**config.mk**
```make
export PLATFORM = sky130hd
export DESIGN_NAME = multipart_body_deframer_core
export DESIGN_NICKNAME = d
export VERILOG_FILES = /design/src/rtl/mbd_pkg.sv /design/src/rtl/mbd_cell.sv /design/src/rtl/mbd_window.sv /design/src/rtl/mbd_section.sv /design/src/rtl/multipart_body_deframer_core.sv
export SDC_FILE = /design/constraint.sdc
export NUM_CORES = 2
export LEC_CHECK = 0
export BUFFER_PORTS_ARGS = -buffer_cell sky130_fd_sc_hd__buf_4
export CAP_MARGIN = 20
export CORE_ASPECT_RATIO = 0.7
export CORE_MARGIN = 5
export CORE_UTILIZATION = 52
export DETAILED_ROUTE_END_ITERATION = 16
export GPL_ROUTABILITY_DRIVEN = 0
export PLACE_DENSITY = 0.72
export SLEW_MARGIN = 20
export SYNTH_ARGS = -nofsm -noshare
export SYNTH_HDL_FRONTEND = slang
export SYNTH_HIERARCHICAL = 1
export SYNTH_SLANG_ARGS = --single-unit
```
**constraint.sdc**
```tcl
create_clock -name clk_i -period 13.2 [get_ports clk_i]
set_clock_uncertainty 0.15 [all_clocks]
set_input_delay 2.64 -clock clk_i [delete_from_list [all_inputs] [get_ports clk_i]]
set_output_delay 2.64 -clock clk_i [all_outputs]
set_load 0.02 [all_outputs]
```
**src/rtl/mbd_pkg.sv**
```systemverilog
package mbd_pkg;

  localparam int unsigned BYTE_W      = 8;
  localparam int unsigned DELIM_BYTES = 32;
  localparam int unsigned DELIM_BITS  = DELIM_BYTES * BYTE_W;
  localparam int unsigned LEN_W       = 6;
  localparam int unsigned PART_W      = 16;
  localparam int unsigned APB_AW      = 6;
  localparam int unsigned APB_DW      = 64;

  localparam logic [LEN_W-1:0]  LEN_MIN   = 6'd3;
  localparam logic [LEN_W-1:0]  LEN_RESET = 6'd3;
  localparam logic [PART_W-1:0] PART_MAX  = 16'hFFFF;

  localparam logic [BYTE_W-1:0] CHAR_CR = 8'h0D;
  localparam logic [BYTE_W-1:0] CHAR_LF = 8'h0A;

  typedef logic [BYTE_W-1:0] byte_t;

  // events handed from the window to the part tracker
  typedef enum logic [1:0] {
    EV_BYTE,
    EV_HIT,
    EV_END
  } ev_kind_e;

  typedef struct packed {
    ev_kind_e kind;
    byte_t    data;
  } ev_t;

  typedef struct packed {
    logic              stream_end;
    logic              part_end;
    logic [PART_W-1:0] part_number;
    logic              in_body;
    logic              byte_valid;
    byte_t             out_byte;
  } res_t;

endpackage

```
**src/rtl/mbd_cell.sv**
```systemverilog
module mbd_cell import mbd_pkg::*; (
  input  logic  clk_i,
  input  logic  shift_i,
  input  byte_t byte_i,
  input  byte_t exp_i,
  input  logic  care_i,
  output byte_t byte_o,
  output logic  eq_o
);

  byte_t byte_q;

  always_ff @(posedge clk_i) begin
    if (shift_i) begin
      byte_q <= byte_i;
    end
  end

  // compare is on the incoming byte, so the hit is known in the shift cycle
  assign eq_o   = !care_i || (byte_i == exp_i);
  assign byte_o = byte_q;

endmodule

```
**src/rtl/mbd_window.sv**
```systemverilog
module mbd_window import mbd_pkg::*; #(
  parameter int unsigned NCELL = 32
) (
  input  logic                  clk_i,
  input  logic                  rst_ni,
  input  logic                  in_valid_i,
  output logic                  in_ready_o,
  input  byte_t                 in_byte_i,
  input  logic                  in_last_i,
  input  logic [LEN_W-1:0]      len_i,
  input  logic [DELIM_BITS-1:0] delim_i,
  input  logic                  ev_pop_i,
  output logic                  ev_valid_o,
  output ev_t                   ev_o
);

  localparam int unsigned FW = $clog2(NCELL + 1);
  localparam int unsigned IW = $clog2(NCELL);

  typedef enum logic {
    ST_RUN,
    ST_FLUSH
  } state_e;

  state_e           st_q, st_d;
  logic [FW-1:0]    fill_q, fill_d;
  logic             ev_valid_q, ev_valid_d;
  ev_t              ev_q, ev_d;

  logic [FW-1:0]         l;
  logic [FW-1:0]         fill_adj;
  logic [FW-1:0]         fill_new;
  logic                  full;
  logic                  hit;
  logic                  accept;
  logic                  ev_free;
  logic [LEN_W-1:0]      sh;
  logic [DELIM_BITS-1:0] rev_vec;
  logic [DELIM_BITS-1:0] exp_vec;
  logic [NCELL-1:0]      eq;
  logic [NCELL-1:0]      care;
  byte_t                 line_in   [NCELL];
  byte_t                 cell_byte [NCELL];

  assign l = len_i[FW-1:0];

  // cell k (age k, newest at 0) compares against delimiter byte l-1-k:
  // reverse the delimiter bytes and shift right by 32-l bytes
  for (genvar j = 0; j < DELIM_BYTES; j++) begin : g_rev
    assign rev_vec[BYTE_W*j +: BYTE_W] = delim_i[BYTE_W*(DELIM_BYTES-1-j) +: BYTE_W];
  end

  assign sh      = LEN_W'(DELIM_BYTES) - len_i;
  assign exp_vec = rev_vec >> {sh, 3'b000};

  for (genvar k = 0; k < NCELL; k++) begin : g_cell
    if (k == 0) begin : g_head
      assign line_in[k] = in_byte_i;
    end else begin : g_link
      assign line_in[k] = cell_byte[k-1];
    end
    assign care[k] = LEN_W'(k) < len_i;

    mbd_cell u_cell (
      .clk_i   (clk_i),
      .shift_i (accept),
      .byte_i  (line_in[k]),
      .exp_i   (exp_vec[BYTE_W*k +: BYTE_W]),
      .care_i  (care[k]),
      .byte_o  (cell_byte[k]),
      .eq_o    (eq[k])
    );
  end

  assign ev_free    = !ev_valid_q || ev_pop_i;
  assign in_ready_o = (st_q == ST_RUN) && ev_free;
  assign accept     = in_valid_i && in_ready_o;

  // a shorter length drops the oldest pending bytes
  assign fill_adj = (fill_q >= l) ? l - 1'b1 : fill_q;
  assign fill_new = fill_adj + 1'b1;
  assign full     = fill_new == l;
  assign hit      = full && (&eq);

  always_comb begin
    st_d       = st_q;
    fill_d     = fill_q;
    ev_valid_d = ev_valid_q && !ev_pop_i;
    ev_d       = ev_q;
    unique case (st_q)
      ST_RUN: begin
        if (accept) begin
          fill_d = fill_new;
          if (full) begin
            ev_valid_d = 1'b1;
            if (hit) begin
              fill_d     = '0;
              ev_d.kind  = EV_HIT;
              ev_d.data  = '0;
            end else begin
              fill_d     = l - 1'b1;
              ev_d.kind  = EV_BYTE;
              ev_d.data  = line_in[IW'(l - 1'b1)];
            end
          end
          if (in_last_i) begin
            st_d = ST_FLUSH;
          end
        end
      end
      ST_FLUSH: begin
        // oldest pending byte first, then the end word
        if (ev_free) begin
          ev_valid_d = 1'b1;
          if (fill_q != '0) begin
            ev_d.kind = EV_BYTE;
            ev_d.data = cell_byte[IW'(fill_q - 1'b1)];
            fill_d    = fill_q - 1'b1;
          end else begin
            ev_d.kind = EV_END;
            ev_d.data = '0;
            st_d      = ST_RUN;
          end
        end
      end
      default: st_d = ST_RUN;
    endcase
  end

  always_ff @(posedge clk_i or negedge rst_ni) begin
    if (!rst_ni) begin
      st_q       <= ST_RUN;
      fill_q     <= '0;
      ev_valid_q <= 1'b0;
      ev_q       <= '0;
    end else begin
      st_q       <= st_d;
      fill_q     <= fill_d;
      ev_valid_q <= ev_valid_d;
      ev_q       <= ev_d;
    end
  end

  assign ev_valid_o = ev_valid_q;
  assign ev_o       = ev_q;

endmodule

```
**src/rtl/mbd_section.sv**
```systemverilog
module mbd_section import mbd_pkg::*; (
  input  logic clk_i,
  input  logic rst_ni,
  input  logic ev_valid_i,
  input  ev_t  ev_i,
  input  logic out_ready_i,
  output logic ev_pop_o,
  output logic res_valid_o,
  output res_t res_o
);

  typedef enum logic [1:0] {
    CR_NONE,
    CR_SEEN_CR,
    CR_SEEN_CRLF,
    CR_SEEN_CRLFCR
  } crlf_e;

  logic              inside_q, inside_d;
  logic              body_q, body_d;
  crlf_e             crlf_q, crlf_d;
  logic [1:0]        trim_fill_q, trim_fill_d;
  logic [PART_W-1:0] part_q, part_d;
  byte_t             hold_q [2];
  byte_t             hold_d [2];

  assign ev_pop_o = ev_valid_i && out_ready_i;

  always_comb begin
    inside_d    = inside_q;
    body_d      = body_q;
    crlf_d      = crlf_q;
    trim_fill_d = trim_fill_q;
    part_d      = part_q;
    hold_d      = hold_q;
    res_valid_o = 1'b0;
    res_o             = '0;
    res_o.part_number = part_q;
    res_o.in_body     = body_q;
    unique case (ev_i.kind)
      EV_BYTE: begin
        if (inside_q && !body_q) begin
          res_valid_o      = 1'b1;
          res_o.out_byte   = ev_i.data;
          res_o.byte_valid = 1'b1;
          if (ev_i.data == CHAR_CR) begin
            crlf_d = (crlf_q == CR_SEEN_CRLF) ? CR_SEEN_CRLFCR : CR_SEEN_CR;
          end else if (ev_i.data == CHAR_LF && crlf_q == CR_SEEN_CR) begin
            crlf_d = CR_SEEN_CRLF;
          end else if (ev_i.data == CHAR_LF && crlf_q == CR_SEEN_CRLFCR) begin
            crlf_d = CR_NONE;
            body_d = 1'b1;
          end else begin
            crlf_d = CR_NONE;
          end
        end else if (inside_q) begin
          // body bytes lag two behind so the trailing CRLF can be dropped
          if (trim_fill_q != 2'd2) begin
            hold_d[trim_fill_q[0]] = ev_i.data;
            trim_fill_d            = trim_fill_q + 1'b1;
          end else begin
            res_valid_o      = 1'b1;
            res_o.out_byte   = hold_q[0];
            res_o.byte_valid = 1'b1;
            hold_d[0]        = hold_q[1];
            hold_d[1]        = ev_i.data;
          end
        end
      end
      EV_HIT: begin
        if (inside_q) begin
          res_valid_o    = 1'b1;
          res_o.part_end = 1'b1;
          if (part_q != PART_MAX) begin
            part_d = part_q + 1'b1;
          end
        end
        inside_d    = 1'b1;
        body_d      = 1'b0;
        crlf_d      = CR_NONE;
        trim_fill_d = '0;
      end
      EV_END: begin
        res_valid_o      = 1'b1;
        res_o.part_end   = inside_q;
        res_o.stream_end = 1'b1;
        inside_d    = 1'b0;
        body_d      = 1'b0;
        crlf_d      = CR_NONE;
        trim_fill_d = '0;
        part_d      = '0;
      end
      default: ;
    endcase
  end

  always_ff @(posedge clk_i or negedge rst_ni) begin
    if (!rst_ni) begin
      inside_q    <= 1'b0;
      body_q      <= 1'b0;
      crlf_q      <= CR_NONE;
      trim_fill_q <= '0;
      part_q      <= '0;
    end else if (ev_pop_o) begin
      inside_q    <= inside_d;
      body_q      <= body_d;
      crlf_q      <= crlf_d;
      trim_fill_q <= trim_fill_d;
      part_q      <= part_d;
    end
  end

  always_ff @(posedge clk_i) begin
    if (ev_pop_o) begin
      hold_q <= hold_d;
    end
  end

endmodule

```
**src/rtl/multipart_body_deframer_core.sv**
```systemverilog
// A byte that yields a word passes the window event register, then the output word
// or skid register. Throughput: one input byte per cycle while the event register is
// free, set by the combinational window compare. A byte with tlast stalls s_axis while
// the window drains its pending bytes (fewer than the delimiter length) one a cycle,
// as the part tracker takes them, then the end word. Reset (rst_ni low, async): window,
// part state, output buffer cleared; delim_len returns to 3, delimiter words to zero.
module multipart_body_deframer_core import mbd_pkg::*; #(
  parameter int unsigned MAX_DELIM = 32
) (
  input  logic              clk_i,
  input  logic              rst_ni,
  input  logic              psel,
  input  logic              penable,
  input  logic              pwrite,
  input  logic [APB_AW-1:0] paddr,
  input  logic [APB_DW-1:0] pwdata,
  output logic [APB_DW-1:0] prdata,
  output logic              pready,
  input  logic              s_axis_tvalid,
  output logic              s_axis_tready,
  input  logic [7:0]        s_axis_tdata,   // [7:0] data_byte
  input  logic              s_axis_tlast,   // last_byte
  output logic              m_axis_tvalid,
  input  logic              m_axis_tready,
  output logic [23:0]       m_axis_tdata,   // [7:0] out_byte, [23:8] part_number
  output logic [2:0]        m_axis_tuser,   // [0] byte_valid, [1] in_body, [2] part_end
  output logic              m_axis_tlast    // stream_end
);

  localparam int unsigned NCELL = (MAX_DELIM < DELIM_BYTES) ? MAX_DELIM : DELIM_BYTES;

  localparam logic [2:0] REG_LEN   = 3'd0;
  localparam logic [2:0] REG_WORD0 = 3'd1;
  localparam logic [2:0] REG_WORD1 = 3'd2;
  localparam logic [2:0] REG_WORD2 = 3'd3;
  localparam logic [2:0] REG_WORD3 = 3'd4;

  logic [LEN_W-1:0]  len_q;
  logic [APB_DW-1:0] word_q [4];
  logic [LEN_W-1:0]  len_eff;
  logic [2:0]        reg_idx;
  logic              cfg_wr;

  logic ev_valid;
  ev_t  ev;
  logic ev_pop;
  logic res_valid;
  res_t res;

  logic main_valid_q;
  res_t main_q;
  logic skid_valid_q;
  res_t skid_q;
  logic take;
  logic push;

  // configuration port
  assign pready  = 1'b1;
  assign reg_idx = paddr[5:3];
  assign cfg_wr  = psel && penable && pwrite && pready;

  always_ff @(posedge clk_i or negedge rst_ni) begin
    if (!rst_ni) begin
      len_q  <= LEN_RESET;
      word_q <= '{default: '0};
    end else if (cfg_wr) begin
      unique case (reg_idx)
        REG_LEN:   len_q     <= pwdata[LEN_W-1:0];
        REG_WORD0: word_q[0] <= pwdata;
        REG_WORD1: word_q[1] <= pwdata;
        REG_WORD2: word_q[2] <= pwdata;
        REG_WORD3: word_q[3] <= pwdata;
        default: ;
      endcase
    end
  end

  always_comb begin
    unique case (reg_idx)
      REG_LEN:   prdata = {{(APB_DW-LEN_W){1'b0}}, len_q};
      REG_WORD0: prdata = word_q[0];
      REG_WORD1: prdata = word_q[1];
      REG_WORD2: prdata = word_q[2];
      REG_WORD3: prdata = word_q[3];
      default:   prdata = '0;
    endcase
  end

  always_comb begin
    if (len_q < LEN_MIN) begin
      len_eff = LEN_MIN;
    end else if (len_q > LEN_W'(NCELL)) begin
      len_eff = LEN_W'(NCELL);
    end else begin
      len_eff = len_q;
    end
  end

  mbd_window #(
    .NCELL (NCELL)
  ) u_window (
    .clk_i      (clk_i),
    .rst_ni     (rst_ni),
    .in_valid_i (s_axis_tvalid),
    .in_ready_o (s_axis_tready),
    .in_byte_i  (s_axis_tdata),
    .in_last_i  (s_axis_tlast),
    .len_i      (len_eff),
    .delim_i    ({word_q[3], word_q[2], word_q[1], word_q[0]}),
    .ev_pop_i   (ev_pop),
    .ev_valid_o (ev_valid),
    .ev_o       (ev)
  );

  mbd_section u_section (
    .clk_i       (clk_i),
    .rst_ni      (rst_ni),
    .ev_valid_i  (ev_valid),
    .ev_i        (ev),
    .out_ready_i (!skid_valid_q),
    .ev_pop_o    (ev_pop),
    .res_valid_o (res_valid),
    .res_o       (res)
  );

  // output word register plus skid entry keeps tready off the input path
  assign take = main_valid_q && m_axis_tready;
  assign push = res_valid && ev_pop;

  always_ff @(posedge clk_i or negedge rst_ni) begin
    if (!rst_ni) begin
      main_valid_q <= 1'b0;
      skid_valid_q <= 1'b0;
    end else if (!main_valid_q || take) begin
      main_valid_q <= skid_valid_q || push;
      skid_valid_q <= 1'b0;
    end else if (push) begin
      skid_valid_q <= 1'b1;
    end
  end

  always_ff @(posedge clk_i) begin
    if (!main_valid_q || take) begin
      main_q <= skid_valid_q ? skid_q : res;
    end else if (push) begin
      skid_q <= res;
    end
  end

  assign m_axis_tvalid = main_valid_q;
  assign m_axis_tdata  = {main_q.part_number, main_q.out_byte};
  assign m_axis_tuser  = {main_q.part_end, main_q.in_body, main_q.byte_valid};
  assign m_axis_tlast  = main_q.stream_end;

endmodule
```
== After elaboration in Yosys (flattened, before gate mapping) ==
Index checks and enable logic that the tools add are counted.
Storage, ports and cells
  register bits after elaboration: 632
  bits of input ports: 86
  logic and storage cells: 348
Cells by class
  add/subtract/negate cells: 6
  $lt $le $gt $ge: 39
  equality and inequality tests: 59
  shifts and indexed selects: 1
  mux-type cells: 67
  bitwise operators: 6
  reductions and logical operators: 107
Operator list (number)
  $pmux W64 S5: 1
  $eq A8 B8 Y1: 32
  $shr A256 B9 Y256: 1
  $lt A5 B6 Y1 const A: 16
  $bmux W8 S5: 2
  $lt A4 B6 Y1 const A: 8
  $mux W16: 3
  $mux W6: 8
  $mux W9: 5
  $mux W10: 4
  $mux W8: 5
  $logic_not A1 Y1: 37
  $logic_or A1 B1 Y1: 35
  $pmux W16 S2: 1
  $reduce_and A32 Y1: 1
  $mux W28: 1
  $lt A3 B6 Y1 const A: 4
  $pmux W10 S2: 1
  $mux W1: 18
  $add A16 B1 Y16 const B: 1
  $bwmux W16: 1
  $eq A8 B4 Y1 const B: 2
  $ne A16 B16 Y1 const B: 1
  $ne A2 B1 Y1 const B: 8
  39 further kinds: 89

== Depth between registers and ports, before layout ==
  word-level depth: 13
  depth in mapped cells: 31
  depth with buffers taken out: 23

== By module ==
Netlist, hierarchy kept.
By module, submodules not included
  mbd_window: times used 1, cells an instance 2344, area an instance 17812.1 sq um, seq. area each 450.4 sq um
  multipart_body_deframer_core: times used 1, cells an instance 893, area an instance 13591.8 sq um, seq. area each 8290.5 sq um
  mbd_cell: times used 32, cells an instance 19, area an instance 327.8 sq um, seq. area each 240.2 sq um
  mbd_section: times used 1, cells an instance 239, area an instance 2237.1 sq um, seq. area each 1031.0 sq um

== Worst setup path after synthesis ==
OpenSTA, ideal clock, no wires.
  path kind: in2reg
  start: input s_axis_tvalid
  end: register u_window.fill_q[5]
  library setup time: 0.125 ns
  arrival time: 14.883 ns
  data required time: 12.925 ns
  setup slack: -1.958 ns
  stages: 3
  buffers on the path: 0
  path through: nand2b_1 -> nor2_1 -> a221o_1
Between the ends
  cells in the longest elaborated chain, start to end: 3
RTL lines
  start: declaration: line multipart_body_deframer_core.sv:19  | input logic s_axis_tvalid,
  $logic_and A1 B1 Y1: line mbd_window.sv:77  | assign accept = in_valid_i && in_ready_o;
  via u_window.accept: line mbd_window.sv:35  | logic accept;
  $ne A2 B1 Y1 (no source line)
  $reduce_and A3 Y1 (no source line)
  end signal: assignment: line mbd_window.sv:138  | fill_q <= fill_d;
  end: declaration: line mbd_window.sv:26  | logic [FW-1:0] fill_q, fill_d;
The timed path passes the listed nets, and every way through them passes these cells.
A chain may end at the register's enable or synchronous reset.

== Worst setup path after layout ==
  start: register len_q[3]
  end: register u_window.ev_q, in the netlist u_window/ev_o[2]
Between the ends
  cells in the longest elaborated chain, start to end: 13
  elaborated cells on any way between the ends: 151
  those cells by class: add/sub (3); order compare (35); eq/ne (34); shift (1); mux (10); bitwise (1); reduce/logical (67)
RTL lines
  start: declaration: line multipart_body_deframer_core.sv:38  | logic [LEN_W-1:0] len_q;
  start signal: assignment: line multipart_body_deframer_core.sv:68  | REG_LEN: len_q <= pwdata[LEN_W-1:0];
  $gt A6 B6 Y1: line multipart_body_deframer_core.sv:92  | end else if (len_q > LEN_W'(NCELL)) begin
  $mux W6: line multipart_body_deframer_core.sv:92
  $mux W6 *: line multipart_body_deframer_core.sv:90  | if (len_q < LEN_MIN) begin
  via len_eff[0]: line multipart_body_deframer_core.sv:40  | logic [LEN_W-1:0] len_eff;
  $sub A6 B6 Y6 *: line mbd_window.sv:53  | assign sh = LEN_W'(DELIM_BYTES) - len_i;
  $shr A256 B9 Y256 *: line mbd_window.sv:54  | assign exp_vec = rev_vec >> {sh, 3'b000};
  via u_window.exp_vec[5]: line mbd_window.sv:39  | logic [DELIM_BITS-1:0] exp_vec;
  $eq A8 B8 Y1 *: line mbd_cell.sv:20  | assign eq_o = !care_i || (byte_i == exp_i);
  $logic_or A1 B1 Y1 *: line mbd_cell.sv:20
  via u_window.eq[0]: line mbd_window.sv:40  | logic [NCELL-1:0] eq;
  $reduce_and A32 Y1 *: line mbd_window.sv:83  | assign hit = full && (&eq);
  $logic_and A1 B1 Y1 *: line mbd_window.sv:83
  $mux W9 *: line mbd_window.sv:96  | if (hit) begin
  $mux W10 *: line mbd_window.sv:94  | if (full) begin
  $mux W10 *: line mbd_window.sv:92  | if (accept) begin
  $pmux W10 S2 *: line mbd_window.sv:90  | unique case (st_q)
  end signal: assignment: line mbd_window.sv:140  | ev_q <= ev_d;
  end: declaration: line mbd_window.sv:28  | ev_t ev_q, ev_d;
The timed path passes the listed nets; every way through them passes the cells marked *. The select of a mux whose other input is x is not followed.

==> reports/metrics.yaml <==
cells_and_area:
  final_util_pct: 57.64
  multi_input_area_mm2: 0.02530
  layout-drive-gt1-share_pct: 23.19
  regArea_mm2: 0.01746
  fillers: 7053
  syn2layout_area_growth_pct: 9.963
  fin_nets: 4170
sta:
  fin_crit_sh_pct: 66.04
  hold_viol_final: 0
  drv_slew: 0
  final-setup-viol-count: 0
  max_freq_ghz: 0.1147
  rsz0062_at_grt: "false"
  setup_tns_ps: 0
  worst_pin_slew_ps: 1309
  fin_crit_ps: 8718
  relSlewSlack_pct: 12.41
synth:
  synth_top_area_cell: "edfxtp_1"
  syn_nets: 4189
  synth_edf_count: 328
  synthXorXnorAreaFrac_pct: 5.492
  synthCells: 4084
  synth_flop_cell: "edfxtp_1"
  syn_area_per_cell_um2: 10.81
  synth-async-reset-ratio_pct: 48.10
  ys_types: 75
  synth_fa_ha_area_share_pct: 0.5387
  synth.top_cells.by_area: "edfxtp_1 22%, dfrtp_1 17%, mux4_2 14%"
  seq_area_frac_synth_pct: 39.56
  synth_top_family_by_area: "multiplexers"
  synthMuxAreaShare_pct: 28.13
  ys_ff_latch: 632
  ys_warn_count: 6
  synth_area_mm2: 0.04413
  synth_compound_area_share_pct: 10.47
  synthSimpleGateAreaFrac_pct: 12.40
  synth_top_area_share_pct: 22.32
worst_setup_path:
  worst-path-buf-inv: 5
  crit_start: "len_q[3]"
  cp-end-kind: "flop"
  r2r-end: "u_window/ev_o[2]"
  timing.rr.start: "len_q[3]"
  cp.arrival_ps: 9120
  cp_slowest_stage_delay_ps: 740
  path_class: "reg2reg"
  reg2reg_slack_ps: 4480
  reg2reg_depth: 22
  critical-path-top-delay-family: "buffers and inverters"
  startpoint_type: "flop"
  cp_max_fo: 150
  crit_required_ps: 13600
  cp_common_cell: "buf_4"
  path_cells: "nor3_1 -> nor2_1 -> nor2_4 -> buf_4 -> buf_12 -> buf_4 -> buf_4 -> mux4_2 -> nand2_1 -> o21ai_0 -> o21ai_0 -> o22ai_1 -> xnor2_1 -> nand4_1 -> o21ai_1 -> nand4_1 -> nor4_1 -> and2_1 -> inv_1 -> o21bai_4 -> o211ai_1 -> o21a_1"
  cp_slowest_cell: "buf_4"
global_route:
  grtUsageTotal_pct: 33.26
  grt_pass1_wl_mm: 226.1
  grt_max_degree: 198
  globalRoute.totalOverflow: 0
  antenna_found_initial: 3
  first_global_vias: 34664
power_and_ir_drop:
  power.leakage_nw: 18.07
  p_int_mw: 6.527
  switchingPower_mw: 5.788
  power_frac_comb_pct: 57.9
  pwr-share-clk_pct: 16.9
  irDropWorstVdd_mv: 0.1931
  switching_share_pct: 47.00
  powerDensity_mw_per_mm2: 253.8
  power_frac_seq_pct: 25.3
detailed_routing:
  wire_per_inst_um: 29.21
  vias: 36988
  viasPerCell: 7.029
  ant_nets: 0
  routed_wl_mm: 153.7
  drt_iter0_drc: 6266
  drcViolationCount: 0
  dr.pass1.iters: 9
status:
  run_status: "finished, final reports clean"
floorplanning:
  start_util_pct: 52.42
  die_w_um: 358.2
  ios: 181
  core_area_mm2: 0.08419
  dieHeight_um: 253.7
  rows: 89
  dieArea_mm2: 0.09089
clock_tree:
  cts_max_level: 3
  cts_hold_buf: 0
  cts.sinks: 632
  clockBufferDepth: 3
  post_cts_resized: 0
  path_clk_slew_ps: 60
  cts_buffers: 68
  post_cts_buffers: 0
  clockRootBuffer: "clkbuf_16"
  insertion_delay_ps: 680
  cts_tree: "yes"
worst_hold_path:
  hp-start: "u_section/crlf_q[0]"
  hp-class: "reg2reg"
  hold_depth: 2
  hold_end: "u_section/crlf_q[0]"
place:
  hpwl_mm: 109.5
  port-buffer-count: 176
run:
  cap_violations: 0
[state kept, by name, indices dropped and copies added, names as in the netlist, 2 cells and up]
name and cells:
u_section/hold_q 16, u_window/g_cell.u_cell/byte_o 256, skid_q 28, word_q 256, u_window/fill_q 6, len_q 6
u_window/ev_o 10, u_section/part_q 16, u_section/trim_fill_q 2, m_axis_tuser 3, u_section/crlf_q 2, m_axis_tdata 24
[worst register-to-register path, delay by kind of cell, from the launching register on]
kind | cells | cell delay, ps
and+or+nand+nor | 8 | 1860
xor gates and xnor gates | 1 | 500
DFF | 1 | 470
muxes | 1 | 660
buffers and inverters | 5 | 3020
AOI/OAI and AO/OA | 7 | 1930
[cells by family (layout without fill, tap and decap cells)]
kind of cell / count (synthesis) / count (layout)
other: 1 / 7
and+or+nand+nor: 1219 / 1219
buffers and inverters: 347 / 382
muxes: 847 / 847
adders and majority gates: 19 / 19
xor gates and xnor gates: 275 / 275
AOI/OAI and AO/OA: 744 / 744
DFF: 632 / 632
[metal layers]
metal	up-vias	share of wire (%)	global-route usage, %
met2	2767	43	48.86
met3	425	16	14.63
met4	6	3.2	8.033
met5	-	0.041	0.2632
met1	18449	38	45.63
li1	15341	-	-
[power groups by stage]
stage | clock network, mW | registers, mW | logic [mW]
global placement | 0 | 3.10 | 6.68
finish | 2.08 | 3.11 | 7.13
floorplan | 0 | 2.93 | 5.01
CTS | 2.10 | 3.09 | 6.83
global route | 2.18 | 3.15 | 7.46
detailed placement | 0 | 3.12 | 6.79
[per-stage QoR]
stage / setup WS [ps] / std cells / power, mW / instance area [um^2] / hold slack (ps)
floorplan: 2734 / 4084 / 7.940 / 44130 / 304.2
finish: 4482 / 5262 / 12.32 / 48530 / 367.0
detailed placement: 4947 / 5131 / 9.912 / 46100 / 351.4
global route: 4179 / 5256 / 12.78 / 48510 / 382.1
global placement: 5051 / 5128 / 9.774 / 46060 / 340.1
CTS: 4914 / 5255 / 12.01 / 48490 / 354.8
[cell usage after synthesis (all sizes together), types with 5 or more instances]
master	count
nand2	480
nor2	392
mux2	344
edfxtp	328
dfrtp	302
mux4	280
xnor2	273
o21ai	237
mux2i	223
a21oi	213
buf	166
clkbuf	158
o22ai	92
nand4	88
nand3	84
a221o	70
nor2b	43
a211oi	24
nor3	24
and2	22
and3	22
inv	21
ha	19
a31oi	17
nand2b	15
a311oi	13
nor4	12
o21a	12
o211ai	11
a32o	9
a221oi	8
o32ai	8
or2	8
a211o	7
or3	7
or4	7
a22oi	5
o31ai	5
[worst max path at each step]
| stage | to | slack (ps) | depth (start not counted) |
|---|---|---|---|
| after global routing | u_window/ev_o[2] | 4180 | 22 |
| after detailed placement | u_window/ev_o[2] | 4950 | 22 |
| after CTS | u_window/ev_o[2] | 4910 | 22 |
| final | u_window/ev_o[2] | 4480 | 22 |
| after global placement | u_window/ev_o[2] | 5050 | 22 |
| after floorplan | u_window/fill_q[5] | 2730 | 3 |
[cell usage in the layout, fill, tap and decap left out, drive strengths merged, types with 9 or more instances in the layout]
cell,synthesis,layout
nand2,480,480
nor2,392,392
mux2,344,344
edfxtp,328,328
dfrtp,302,302
mux4,280,280
xnor2,273,273
o21ai,237,237
buf,166,235
mux2i,223,223
a21oi,213,213
clkbuf,158,93
o22ai,92,92
nand4,88,88
nand3,84,84
a221o,70,70
nor2b,43,43
inv,21,28
a211oi,24,24
nor3,24,24
and3,22,22
and2,22,22
ha,19,19
a31oi,17,17
nand2b,15,15
clkinv,2,14
a311oi,13,13
o21a,12,12
nor4,12,12
o211ai,11,11
a32o,9,9
[cell type report]
| cell class | instances | share of cell area [%] |
|---|---|---|
| Multi-Input combinational cell | 3105 | 52.13 |
| Antenna cell | 6 | 0.03094 |
| Inverter | 23 | 0.1779 |
| Clock buffer | 93 | 3.994 |
| Timing Repair Buffer | 235 | 3.811 |
| Sequential cell | 632 | 35.99 |
| Clock inverter | 31 | 0.9385 |
| Tap cell | 1137 | 2.932 |
No activity file was read; power rests on OpenSTA's default activity.
